## src/design/mstb_pkg.sv

```systemverilog
`timescale 1ns / 1ps
`default_nettype none
// ----------------------------------------------------------------------------
// mstb_pkg
// Shared types and constants of the sample table builder.
// ----------------------------------------------------------------------------
package mstb_pkg;

   localparam int MODE_SAMPLE = 0;
   localparam int MODE_END    = 1;

   localparam logic [2:0] TABLE_TIME    = 3'd0;
   localparam logic [2:0] TABLE_OFFSET  = 3'd1;
   localparam logic [2:0] TABLE_SYNC    = 3'd2;
   localparam logic [2:0] TABLE_SIZE    = 3'd3;
   localparam logic [2:0] TABLE_SUMMARY = 3'd4;

   localparam int SLOTS        = 4;
   localparam int QUEUE_DEPTH  = 2;
   localparam int QUEUE_PTR_W  = (QUEUE_DEPTH > 1) ? $clog2(QUEUE_DEPTH) : 1;
   localparam int QUEUE_CNT_W  = $clog2(QUEUE_DEPTH + 1);

   typedef struct packed {
      logic        mode;
      logic [63:0] pts;
      logic [31:0] cto;
      logic [31:0] byte_size;
      logic        is_sync;
   } req_type;

   typedef struct packed {
      logic [2:0]  table_res;
      logic [31:0] count;
      logic [63:0] value;
      logic        sizes_uniform;
      logic [31:0] uniform_size;
      logic        offsets_present;
      logic        sync_table_present;
      logic        last;
   } rsp_type;

   typedef struct packed {
      logic [2:0]  table_res;
      logic [31:0] count;
      logic [63:0] value;
   } slot_type;

   // All words caused by one input item, in emission order by slot index.
   typedef struct packed {
      logic [SLOTS-1:0] slot_valid;
      slot_type [SLOTS-1:0] slot;
      logic        sizes_uniform;
      logic [31:0] uniform_size;
      logic        offsets_present;
      logic        sync_table_present;
   } bundle_type;

endpackage
`default_nettype wire

```

## src/design/mstb_front.sv

```systemverilog
`timescale 1ns / 1ps
`default_nettype none
// ----------------------------------------------------------------------------
// mstb_front
// Accepts samples, tracks the open runs and builds the bundle of table words.
// ----------------------------------------------------------------------------
module mstb_front
   import mstb_pkg::*;
(
   input  wire logic       clock,
   input  wire logic       reset,
   input  wire logic       push,
   output logic            full,
   input  wire req_type    req_data,
   output logic            q_push,
   output bundle_type      q_data,
   input  wire logic       q_full
);

   logic        have_sample_ff, have_sample_in;
   logic [63:0] first_pts_ff, first_pts_in;
   logic [63:0] prev_pts_ff, prev_pts_in;
   logic        time_run_open_ff, time_run_open_in;
   logic [31:0] time_run_duration_ff, time_run_duration_in;
   logic [31:0] time_run_count_ff, time_run_count_in;
   logic [31:0] offset_run_value_ff, offset_run_value_in;
   logic [31:0] offset_run_count_ff, offset_run_count_in;
   logic [31:0] sample_number_ff, sample_number_in;
   logic [31:0] sync_total_ff, sync_total_in;
   logic [31:0] first_size_ff, first_size_in;
   logic        size_mixed_ff, size_mixed_in;
   logic        any_offset_ff, any_offset_in;

   logic        accept;
   logic [31:0] delta;
   logic        t_open;
   logic [31:0] t_dur;
   logic [31:0] t_cnt;
   logic [31:0] sn;

   function automatic logic [31:0] sat_inc(input logic [31:0] v);
      return (v == 32'hFFFF_FFFF) ? v : v + 32'd1;
   endfunction

   assign full   = q_full;
   assign accept = push && !q_full;
   assign q_push = accept;
   assign delta  = req_data.pts[31:0] - prev_pts_ff[31:0];

   always_comb begin
      have_sample_in       = have_sample_ff;
      first_pts_in         = first_pts_ff;
      prev_pts_in          = prev_pts_ff;
      time_run_open_in     = time_run_open_ff;
      time_run_duration_in = time_run_duration_ff;
      time_run_count_in    = time_run_count_ff;
      offset_run_value_in  = offset_run_value_ff;
      offset_run_count_in  = offset_run_count_ff;
      sample_number_in     = sample_number_ff;
      sync_total_in        = sync_total_ff;
      first_size_in        = first_size_ff;
      size_mixed_in        = size_mixed_ff;
      any_offset_in        = any_offset_ff;
      q_data               = '0;
      t_open               = time_run_open_ff;
      t_dur                = time_run_duration_ff;
      t_cnt                = time_run_count_ff;
      sn                   = sat_inc(sample_number_ff);

      if (have_sample_ff) begin
         if (time_run_open_ff && delta == time_run_duration_ff) begin
            t_cnt = sat_inc(time_run_count_ff);
         end else begin
            q_data.slot_valid[0] = time_run_open_ff;
            q_data.slot[0]       = '{TABLE_TIME, time_run_count_ff,
                                     {32'd0, time_run_duration_ff}};
            t_open = 1'b1;
            t_dur  = delta;
            t_cnt  = 32'd1;
         end
      end

      if (req_data.mode == 1'(MODE_SAMPLE)) begin
         if (!have_sample_ff) begin
            have_sample_in = 1'b1;
            first_pts_in   = req_data.pts;
            first_size_in  = req_data.byte_size;
         end else if (req_data.byte_size != first_size_ff) begin
            size_mixed_in = 1'b1;
         end
         time_run_open_in     = t_open;
         time_run_duration_in = t_dur;
         time_run_count_in    = t_cnt;
         prev_pts_in          = req_data.pts;

         if (offset_run_count_ff != 32'd0 && req_data.cto == offset_run_value_ff) begin
            offset_run_count_in = sat_inc(offset_run_count_ff);
         end else begin
            q_data.slot_valid[1] = (offset_run_count_ff != 32'd0);
            q_data.slot[1]       = '{TABLE_OFFSET, offset_run_count_ff,
                                     {32'd0, offset_run_value_ff}};
            offset_run_value_in  = req_data.cto;
            offset_run_count_in  = 32'd1;
         end
         if (req_data.cto != 32'd0) begin
            any_offset_in = 1'b1;
         end

         sample_number_in = sn;
         if (req_data.is_sync) begin
            sync_total_in        = sat_inc(sync_total_ff);
            q_data.slot_valid[2] = 1'b1;
            q_data.slot[2]       = '{TABLE_SYNC, sn, 64'd0};
         end
         q_data.slot_valid[3] = 1'b1;
         q_data.slot[3]       = '{TABLE_SIZE, 32'd0, {32'd0, req_data.byte_size}};
      end else begin
         q_data.slot_valid[1] = t_open;
         q_data.slot[1]       = '{TABLE_TIME, t_cnt, {32'd0, t_dur}};
         q_data.slot_valid[2] = (offset_run_count_ff != 32'd0);
         q_data.slot[2]       = '{TABLE_OFFSET, offset_run_count_ff,
                                  {32'd0, offset_run_value_ff}};
         q_data.slot_valid[3] = 1'b1;
         q_data.slot[3]       = '{TABLE_SUMMARY, sample_number_ff,
                                  have_sample_ff ? req_data.pts - first_pts_ff : 64'd0};
         q_data.sizes_uniform      = !size_mixed_ff;
         q_data.uniform_size       = first_size_ff;
         q_data.offsets_present    = any_offset_ff;
         q_data.sync_table_present = (sync_total_ff != sample_number_ff);

         have_sample_in       = 1'b0;
         first_pts_in         = '0;
         prev_pts_in          = '0;
         time_run_open_in     = 1'b0;
         time_run_duration_in = '0;
         time_run_count_in    = '0;
         offset_run_value_in  = '0;
         offset_run_count_in  = '0;
         sample_number_in     = '0;
         sync_total_in        = '0;
         first_size_in        = '0;
         size_mixed_in        = 1'b0;
         any_offset_in        = 1'b0;
      end
   end

   always_ff @(posedge clock) begin
      if (reset) begin
         have_sample_ff       <= 1'b0;
         first_pts_ff         <= '0;
         prev_pts_ff          <= '0;
         time_run_open_ff     <= 1'b0;
         time_run_duration_ff <= '0;
         time_run_count_ff    <= '0;
         offset_run_value_ff  <= '0;
         offset_run_count_ff  <= '0;
         sample_number_ff     <= '0;
         sync_total_ff        <= '0;
         first_size_ff        <= '0;
         size_mixed_ff        <= 1'b0;
         any_offset_ff        <= 1'b0;
      end else if (accept) begin
         have_sample_ff       <= have_sample_in;
         first_pts_ff         <= first_pts_in;
         prev_pts_ff          <= prev_pts_in;
         time_run_open_ff     <= time_run_open_in;
         time_run_duration_ff <= time_run_duration_in;
         time_run_count_ff    <= time_run_count_in;
         offset_run_value_ff  <= offset_run_value_in;
         offset_run_count_ff  <= offset_run_count_in;
         sample_number_ff     <= sample_number_in;
         sync_total_ff        <= sync_total_in;
         first_size_ff        <= first_size_in;
         size_mixed_ff        <= size_mixed_in;
         any_offset_ff        <= any_offset_in;
      end
   end

   a_end_clears: assert property (@(posedge clock) disable iff (reset)
      accept && req_data.mode == 1'(MODE_END) |=> !have_sample_ff && sample_number_ff == 32'd0)
      else $error("track state not cleared after end item");
   a_sync_bound: assert property (@(posedge clock) disable iff (reset)
      sync_total_ff <= sample_number_ff)
      else $error("sync total exceeds sample number");
   a_run_needs_sample: assert property (@(posedge clock) disable iff (reset)
      time_run_open_ff |-> have_sample_ff && sample_number_ff >= 32'd2)
      else $error("time run open without two samples");

endmodule
`default_nettype wire

```

## src/design/mstb_queue.sv

```systemverilog
`timescale 1ns / 1ps
`default_nettype none
// ----------------------------------------------------------------------------
// mstb_queue
// Short bundle queue between front and back.
// ----------------------------------------------------------------------------
module mstb_queue
   import mstb_pkg::*;
(
   input  wire logic        clock,
   input  wire logic        reset,
   input  wire logic        push,
   input  wire bundle_type  push_data,
   output logic             full,
   input  wire logic        pop,
   output bundle_type       pop_data,
   output logic             valid
);

   bundle_type             mem [QUEUE_DEPTH];
   logic [QUEUE_PTR_W-1:0] wr_ptr_ff, wr_ptr_in;
   logic [QUEUE_PTR_W-1:0] rd_ptr_ff, rd_ptr_in;
   logic [QUEUE_CNT_W-1:0] count_ff, count_in;

   function automatic logic [QUEUE_PTR_W-1:0] ptr_next(input logic [QUEUE_PTR_W-1:0] p);
      return (p == QUEUE_PTR_W'(QUEUE_DEPTH - 1)) ? '0 : p + QUEUE_PTR_W'(1);
   endfunction

   assign full     = (count_ff == QUEUE_CNT_W'(QUEUE_DEPTH));
   assign valid    = (count_ff != '0);
   assign pop_data = mem[rd_ptr_ff];

   always_comb begin
      wr_ptr_in = push ? ptr_next(wr_ptr_ff) : wr_ptr_ff;
      rd_ptr_in = pop ? ptr_next(rd_ptr_ff) : rd_ptr_ff;
      count_in  = count_ff;
      if (push && !pop) begin
         count_in = count_ff + QUEUE_CNT_W'(1);
      end else if (pop && !push) begin
         count_in = count_ff - QUEUE_CNT_W'(1);
      end
   end

   always_ff @(posedge clock) begin
      if (push) begin
         mem[wr_ptr_ff] <= push_data;
      end
   end

   always_ff @(posedge clock) begin
      if (reset) begin
         wr_ptr_ff <= '0;
         rd_ptr_ff <= '0;
         count_ff  <= '0;
      end else begin
         wr_ptr_ff <= wr_ptr_in;
         rd_ptr_ff <= rd_ptr_in;
         count_ff  <= count_in;
      end
   end

   a_no_overflow: assert property (@(posedge clock) disable iff (reset)
      !(push && full && !pop))
      else $error("bundle queue overflow");
   a_no_underflow: assert property (@(posedge clock) disable iff (reset)
      !(pop && !valid))
      else $error("bundle queue underflow");

endmodule
`default_nettype wire

```

## src/design/mstb_back.sv

```systemverilog
`timescale 1ns / 1ps
`default_nettype none
// ----------------------------------------------------------------------------
// mstb_back
// Walks each bundle's valid slots; one result word per cycle unless stalled.
// ----------------------------------------------------------------------------
module mstb_back
   import mstb_pkg::*;
(
   input  wire logic        clock,
   input  wire logic        reset,
   input  wire logic        q_valid,
   input  wire bundle_type  q_data,
   output logic             q_pop,
   output logic             empty,
   input  wire logic        pop,
   output rsp_type          rsp_data
);

   bundle_type        cur_ff, cur_in;
   logic              cur_valid_ff, cur_valid_in;
   logic [SLOTS-1:0]  mask_ff, mask_in;
   logic              out_valid_ff, out_valid_in;
   rsp_type           out_ff, out_in;

   logic                     load_out;
   logic                     take_slot;
   logic [$clog2(SLOTS)-1:0] idx;
   logic [SLOTS-1:0]         rest;
   logic                     last_slot;
   slot_type                 sel;

   always_comb begin
      idx = '0;
      for (int i = SLOTS - 1; i >= 0; i--) begin
         if (mask_ff[i]) begin
            idx = ($clog2(SLOTS))'(i);
         end
      end
   end

   assign sel       = cur_ff.slot[idx];
   assign rest      = mask_ff & ~(SLOTS'(1) << idx);
   assign last_slot = (rest == '0);
   assign load_out  = !out_valid_ff || pop;
   assign take_slot = load_out && cur_valid_ff;
   assign q_pop     = q_valid && (!cur_valid_ff || (take_slot && last_slot));
   assign empty     = !out_valid_ff;
   assign rsp_data  = out_ff;

   always_comb begin
      cur_in       = cur_ff;
      cur_valid_in = cur_valid_ff;
      mask_in      = mask_ff;
      out_valid_in = out_valid_ff;
      out_in       = out_ff;

      if (take_slot) begin
         mask_in      = rest;
         cur_valid_in = !last_slot;
      end
      if (q_pop) begin
         cur_in       = q_data;
         mask_in      = q_data.slot_valid;
         cur_valid_in = 1'b1;
      end

      if (load_out) begin
         out_valid_in = take_slot;
         out_in       = '0;
         out_in.table_res = sel.table_res;
         out_in.count     = sel.count;
         out_in.value     = sel.value;
         out_in.last      = last_slot;
         if (sel.table_res == TABLE_SUMMARY) begin
            out_in.sizes_uniform      = cur_ff.sizes_uniform;
            out_in.uniform_size       = cur_ff.uniform_size;
            out_in.offsets_present    = cur_ff.offsets_present;
            out_in.sync_table_present = cur_ff.sync_table_present;
         end
      end
   end

   always_ff @(posedge clock) begin
      cur_ff <= cur_in;
      out_ff <= out_in;
      if (reset) begin
         cur_valid_ff <= 1'b0;
         mask_ff      <= '0;
         out_valid_ff <= 1'b0;
      end else begin
         cur_valid_ff <= cur_valid_in;
         mask_ff      <= mask_in;
         out_valid_ff <= out_valid_in;
      end
   end

   a_cur_has_slots: assert property (@(posedge clock) disable iff (reset)
      cur_valid_ff |-> mask_ff != '0)
      else $error("active bundle without pending slots");
   a_no_early_pop: assert property (@(posedge clock) disable iff (reset)
      cur_valid_ff && !last_slot |-> !q_pop)
      else $error("bundle fetched before current one is drained");
   a_summary_last: assert property (@(posedge clock) disable iff (reset)
      take_slot && sel.table_res == TABLE_SUMMARY |-> last_slot)
      else $error("summary word is not the final word of its item");

endmodule
`default_nettype wire

```

## src/design/mp4_sample_table_builder.sv

```systemverilog
`timescale 1ns / 1ps
`default_nettype none
// ----------------------------------------------------------------------------
// mp4_sample_table_builder
// Builds run-length sample table words for one track at a time.
//
// Input queue: push/full with req_data; a word is taken when push is high and
// full is low. A sample word yields, in order: a closed time run, a closed
// offset run, its sync number and its size (those that apply). An end word
// yields up to two time runs, the open offset run and a summary, then the
// track state clears for the next track.
// Result queue: empty/pop with rsp_data; rsp_data holds the oldest word while
// empty is low and leaves on pop. last marks the final word of an item.
// An accepted word passes the bundle queue, the bundle register and the single
// result register. Throughput: one result word per cycle while that register
// is free or popped; an item yields one to four words. The front takes a new
// item every cycle while the two-entry bundle queue has room.
// Reset (synchronous): clears the track state and both queues. When pop stays
// low the queue fills and full rises; nothing is dropped.
// ----------------------------------------------------------------------------
module mp4_sample_table_builder
   import mstb_pkg::*;
(
   input  wire logic     clock,
   input  wire logic     reset,
   input  wire logic     push,
   output logic          full,
   input  wire req_type  req_data,
   output logic          empty,
   input  wire logic     pop,
   output rsp_type       rsp_data
);

   logic       fq_push;
   bundle_type fq_data;
   logic       fq_full;
   logic       bq_pop;
   bundle_type bq_data;
   logic       bq_valid;

   mstb_front u_front (
      .clock    (clock),
      .reset    (reset),
      .push     (push),
      .full     (full),
      .req_data (req_data),
      .q_push   (fq_push),
      .q_data   (fq_data),
      .q_full   (fq_full)
   );

   mstb_queue u_queue (
      .clock     (clock),
      .reset     (reset),
      .push      (fq_push),
      .push_data (fq_data),
      .full      (fq_full),
      .pop       (bq_pop),
      .pop_data  (bq_data),
      .valid     (bq_valid)
   );

   mstb_back u_back (
      .clock    (clock),
      .reset    (reset),
      .q_valid  (bq_valid),
      .q_data   (bq_data),
      .q_pop    (bq_pop),
      .empty    (empty),
      .pop      (pop),
      .rsp_data (rsp_data)
   );

endmodule
`default_nettype wire

```

## config.mk

```make
export PLATFORM = sky130hd
export DESIGN_NAME = mp4_sample_table_builder
export DESIGN_NICKNAME = d
export VERILOG_FILES = /design/src/design/mstb_pkg.sv /design/src/design/mstb_front.sv /design/src/design/mstb_queue.sv /design/src/design/mstb_back.sv /design/src/design/mp4_sample_table_builder.sv
export SDC_FILE = /design/constraint.sdc
export NUM_CORES = 2
export LEC_CHECK = 0
export BUFFER_PORTS_ARGS = -buffer_cell sky130_fd_sc_hd__buf_2
export CAP_MARGIN = 0
export CORE_ASPECT_RATIO = 0.5
export CORE_MARGIN = 2
export CORE_UTILIZATION = 40
export CTS_CLUSTER_DIAMETER = 150
export CTS_CLUSTER_SIZE = 20
export DETAILED_ROUTE_END_ITERATION = 7
export HOLD_SLACK_MARGIN = 0.1
export SLEW_MARGIN = 25
export SYNTH_ARGS = -nofsm -noshare
export SYNTH_HDL_FRONTEND = slang
export SYNTH_HIERARCHICAL = 1
export SYNTH_SLANG_ARGS = --single-unit
```

## constraint.sdc

```tcl
create_clock -name clock -period 60.1 [get_ports clock]
set_input_delay 6.01 -clock clock [delete_from_list [all_inputs] [get_ports clock]]
set_output_delay 6.01 -clock clock [all_outputs]
set_load 0.02 [all_outputs]
```

==> flow_summary.json <==
{
  "status": "finished, final reports clean",
  "finalWirelength_um": 200000,
  "vias": 46900,
  "cp.required_ps": 60540,
  "io_pins": 271,
  "drt_first_pass_iters": 6,
  "r2r_end": "u_queue/mem[0][161]",
  "ys.flop_type": "edfxtp_1",
  "drive_above_1_share_pct": 14.6,
  "setup_tns_ps": 0,
  "clk_latency_ps": 760,
  "slowest_stage": "buf_4",
  "min_to": "u_front/any_offset_ff",
  "layout_setup_ws_ps": 49440,
  "crit_fanout": 64,
  "placement.io_buffers": 270,
  "rsz0062_at_grt": "false",
  "synth_async_sr_flop_share_pct": 0,
  "synth_cell_types": 91,
  "cts_htree_levels": 3,
  "drcViolationCount": 0,
  "cap_viol_max_count": 0,
  "period_needed_ps": 10660,
  "hold_path.class": "flop to flop",
  "grt_pass1_wl_um": 297000,
  "die_h_um": 314,
  "synth_cells": 5723,
  "synth.avg_cell_area_sq_um": 13.4,
  "drt_iter0_markers": 4444,
  "r2r_slack_ps": 54490,
  "cts_buffers": 98,
  "setup_viol": 0,
  "synthToLayoutAreaGrowth_pct": 8.07,
  "antenna_found_initial": 24,
  "ys_seq_elements": 1771,
  "cts_setup_buffers": 0,
  "wire_per_inst_um": 23.7,
  "critical_path_class": "primary input to flop",
  "coreArea_sq_um": 190000,
  "place_congestion": 0.873,
  "finClkSkew_ps": 41.4,
  "ant_nets": 0,
  "finalCritPeriodShare_pct": 17.7,
  "cts_resized": 0,
  "rr_worst_depth": 15,
  "min_path_cells": 2,
  "overflow": 0,
  "nNetsFinal": 6069,
  "cp_cell_sequence": "buf_2 > inv_1 > ha_1 > fa_1 > nor2b_1 > o311a_1 > o21ai_1 > a2111o_1 > a31oi_2 > xnor2_1 > o221ai_1 > nor4bb_1 > and4_1 > a31oi_4 > buf_4 > mux2i_1 > a21oi_1",
  "rr_startpoint": "u_front/prev_pts_ff[1]",
  "grt_pass1_vias": 46000,
  "final-max-slew-violation-count": 0,
  "synth-edff-count": 1436,
  "worstSetupEndpointType": "flop",
  "startpoint_type": "primary input",
  "path_clk_slew_ps": 90,
  "place_ws_ps": 48700,
  "track_usage_pct": 20.0,
  "hold_buffers": 0,
  "worst_slew_pin_slew_ps": 1170,
  "grt_max_degree": 160,
  "p_per_area_nw_per_um2": 42.5,
  "hold_viol_final": 0,
  "cts_tree": "done",
  "max-vdd-ir-drop_mv": 0.0437,
  "die-area_sq_um": 196000,
  "syn_area_sq_um": 76900,
  "slew_headroom_pct": 21.3,
  "fmax_mhz": 93.8,
  "clock-sinks": 1771,
  "rows": 113,
  "die_x_um": 624,
  "yosysWarnings": 6,
  "start_util_pct": 40.4,
  "ctsRootBufferMaster": "clkbuf_16",
  "seq_area_frac_synth_pct": 64.8,
  "arrival_ps": 11090,
  "ctsLongestPathBuffers": 3,
  "cpPeakStageDelay_ps": 800,
  "min_from": "u_front/any_offset_ff",
  "p_leak_uw": 0.0286,
  "post-dp-hpwl_um": 133000,
  "avgViaCountPerCell": 5.55
}
logic make-up (layout without fill, tap and decap cells):
kind of cell	Yosys count	in the layout	synth area share (%)
flops	1771	1771	64.8
simple gates	1285	1285	8.64
compound gates	1080	1080	9.20
buf+inv	599	691	3.92
mux	568	568	8.10
xor+xnor	314	314	3.61
fa+ha+maj	104	104	1.71
other cells	2	112	0.00977
cells in the mapped netlist (70+ instances only):
master / n / area, sq um
mux2_1: 104 / 1170
buf_4: 121 / 908
a22oi_1: 242 / 1820
o21ai_0: 229 / 1150
and2_1: 164 / 1030
nand3_1: 91 / 455
nand2_1: 217 / 815
nor2_1: 436 / 1640
mux2i_1: 133 / 1330
nand4_1: 70 / 438
inv_1: 159 / 597
mux2_2: 331 / 3730
clkbuf_1: 213 / 800
a31oi_1: 87 / 544
xor2_1: 100 / 876
a21oi_1: 199 / 996
edfxtp_1: 1436 / 43100
ha_1: 101 / 1260
xnor2_1: 212 / 1860
dfxtp_1: 335 / 6710
area by class of cell:
type                            count  area [sq um]
Antenna cell                        9          22.5
Sequential cell                  1771         49800
Timing Repair Buffer              346          2090
Multi-Input combinational cell   3454         24500
Clock inverter                      7          86.3
Inverter                          161           608
Clock buffer                      177          2750
Tap cell                         2530          3170
Fill cell                       17100        107000
per-stage QoR:
step	hold WS, ps	area (sq um)	power, uW	instances	utilization (%)
2_1_floorplan	432	77300	2660	5824	-
3_3_place_gp	445	80000	2840	8255	42.0
3_5_place_dp	450	80200	2860	8260	42.1
4_1_cts	463	83000	3570	8444	43.6
5_1_grt	509	83100	3690	8450	43.6
6_report	469	83100	3530	8455	43.6
how the worst max path moves through the flow:
stage,start,end,slack [ps],cells after the start
floorplan,pop,u_queue/count_ff[1],29360,8
global placement,req_data[65],u_queue/mem[0][153],48270,17
detailed placement,req_data[65],u_queue/mem[0][134],48700,17
CTS,req_data[65],u_queue/mem[0][134],49520,17
global route,req_data[65],u_queue/mem[0][134],49140,17
finish,req_data[65],u_queue/mem[0][161],49440,17
critical path, delay by kind of cell:
kind | cells | cell delay (ps)
buf+inv | 3 | 970
fa+ha+maj | 2 | 620
xor+xnor | 1 | 100
mux | 1 | 280
simple gates | 3 | 730
compound gates | 7 | 2220
power by group:
part | leakage [uW] | switching [uW] | internal (uW)
Combinational | 0.0106 | 651 | 309
Sequential | 0.0167 | 107 | 1760
Clock | 0.00134 | 394 | 313
Total | 0.0286 | 1150 | 2380
cells in the final DEF, fill, tap and decap left out, types with 54 or more instances in the layout:
cell,synthesis,routed
and3_1,55,55
a31oi_1,87,86
edfxtp_1,1436,1436
buf_2,67,268
buf_4,121,63
o21ai_0,229,229
clkbuf_1,213,79
mux2_2,331,331
a21oi_1,199,199
xnor2_1,212,212
xor2_1,100,100
inv_1,159,158
conb_1,2,103
nor2_1,436,431
nand2_1,217,215
and2_1,164,163
dfxtp_1,335,334
a22o_1,54,54
clkbuf_16,0,98
ha_1,101,101
nand3_1,91,91
mux2_1,104,104
mux2i_1,133,133
a22oi_1,242,242
nand4_1,70,70
metal layers:
| metal | wire (um) | up-vias | track usage [%] | part of all wire, % |
|---|---|---|---|---|
| li1 | - | 21300 | - | - |
| met1 | 88500 | 23900 | 28.1 | 44 |
| met2 | 94500 | 1447 | 32.7 | 47 |
| met3 | 12100 | 268 | 2.80 | 6.0 |
| met4 | 5130 | 24 | 4.91 | 2.6 |
| met5 | 140 | - | 0 | 0.070 |
registers in the layout (all words and copies together), names as in the netlist, 64 cells and up, named ones only:
name and count:
u_front/first_pts_ff 64, u_queue/mem 870, u_back/cur_ff 431, u_back/rsp_data 135
Note: power is estimated with default switching activity, not from simulation.
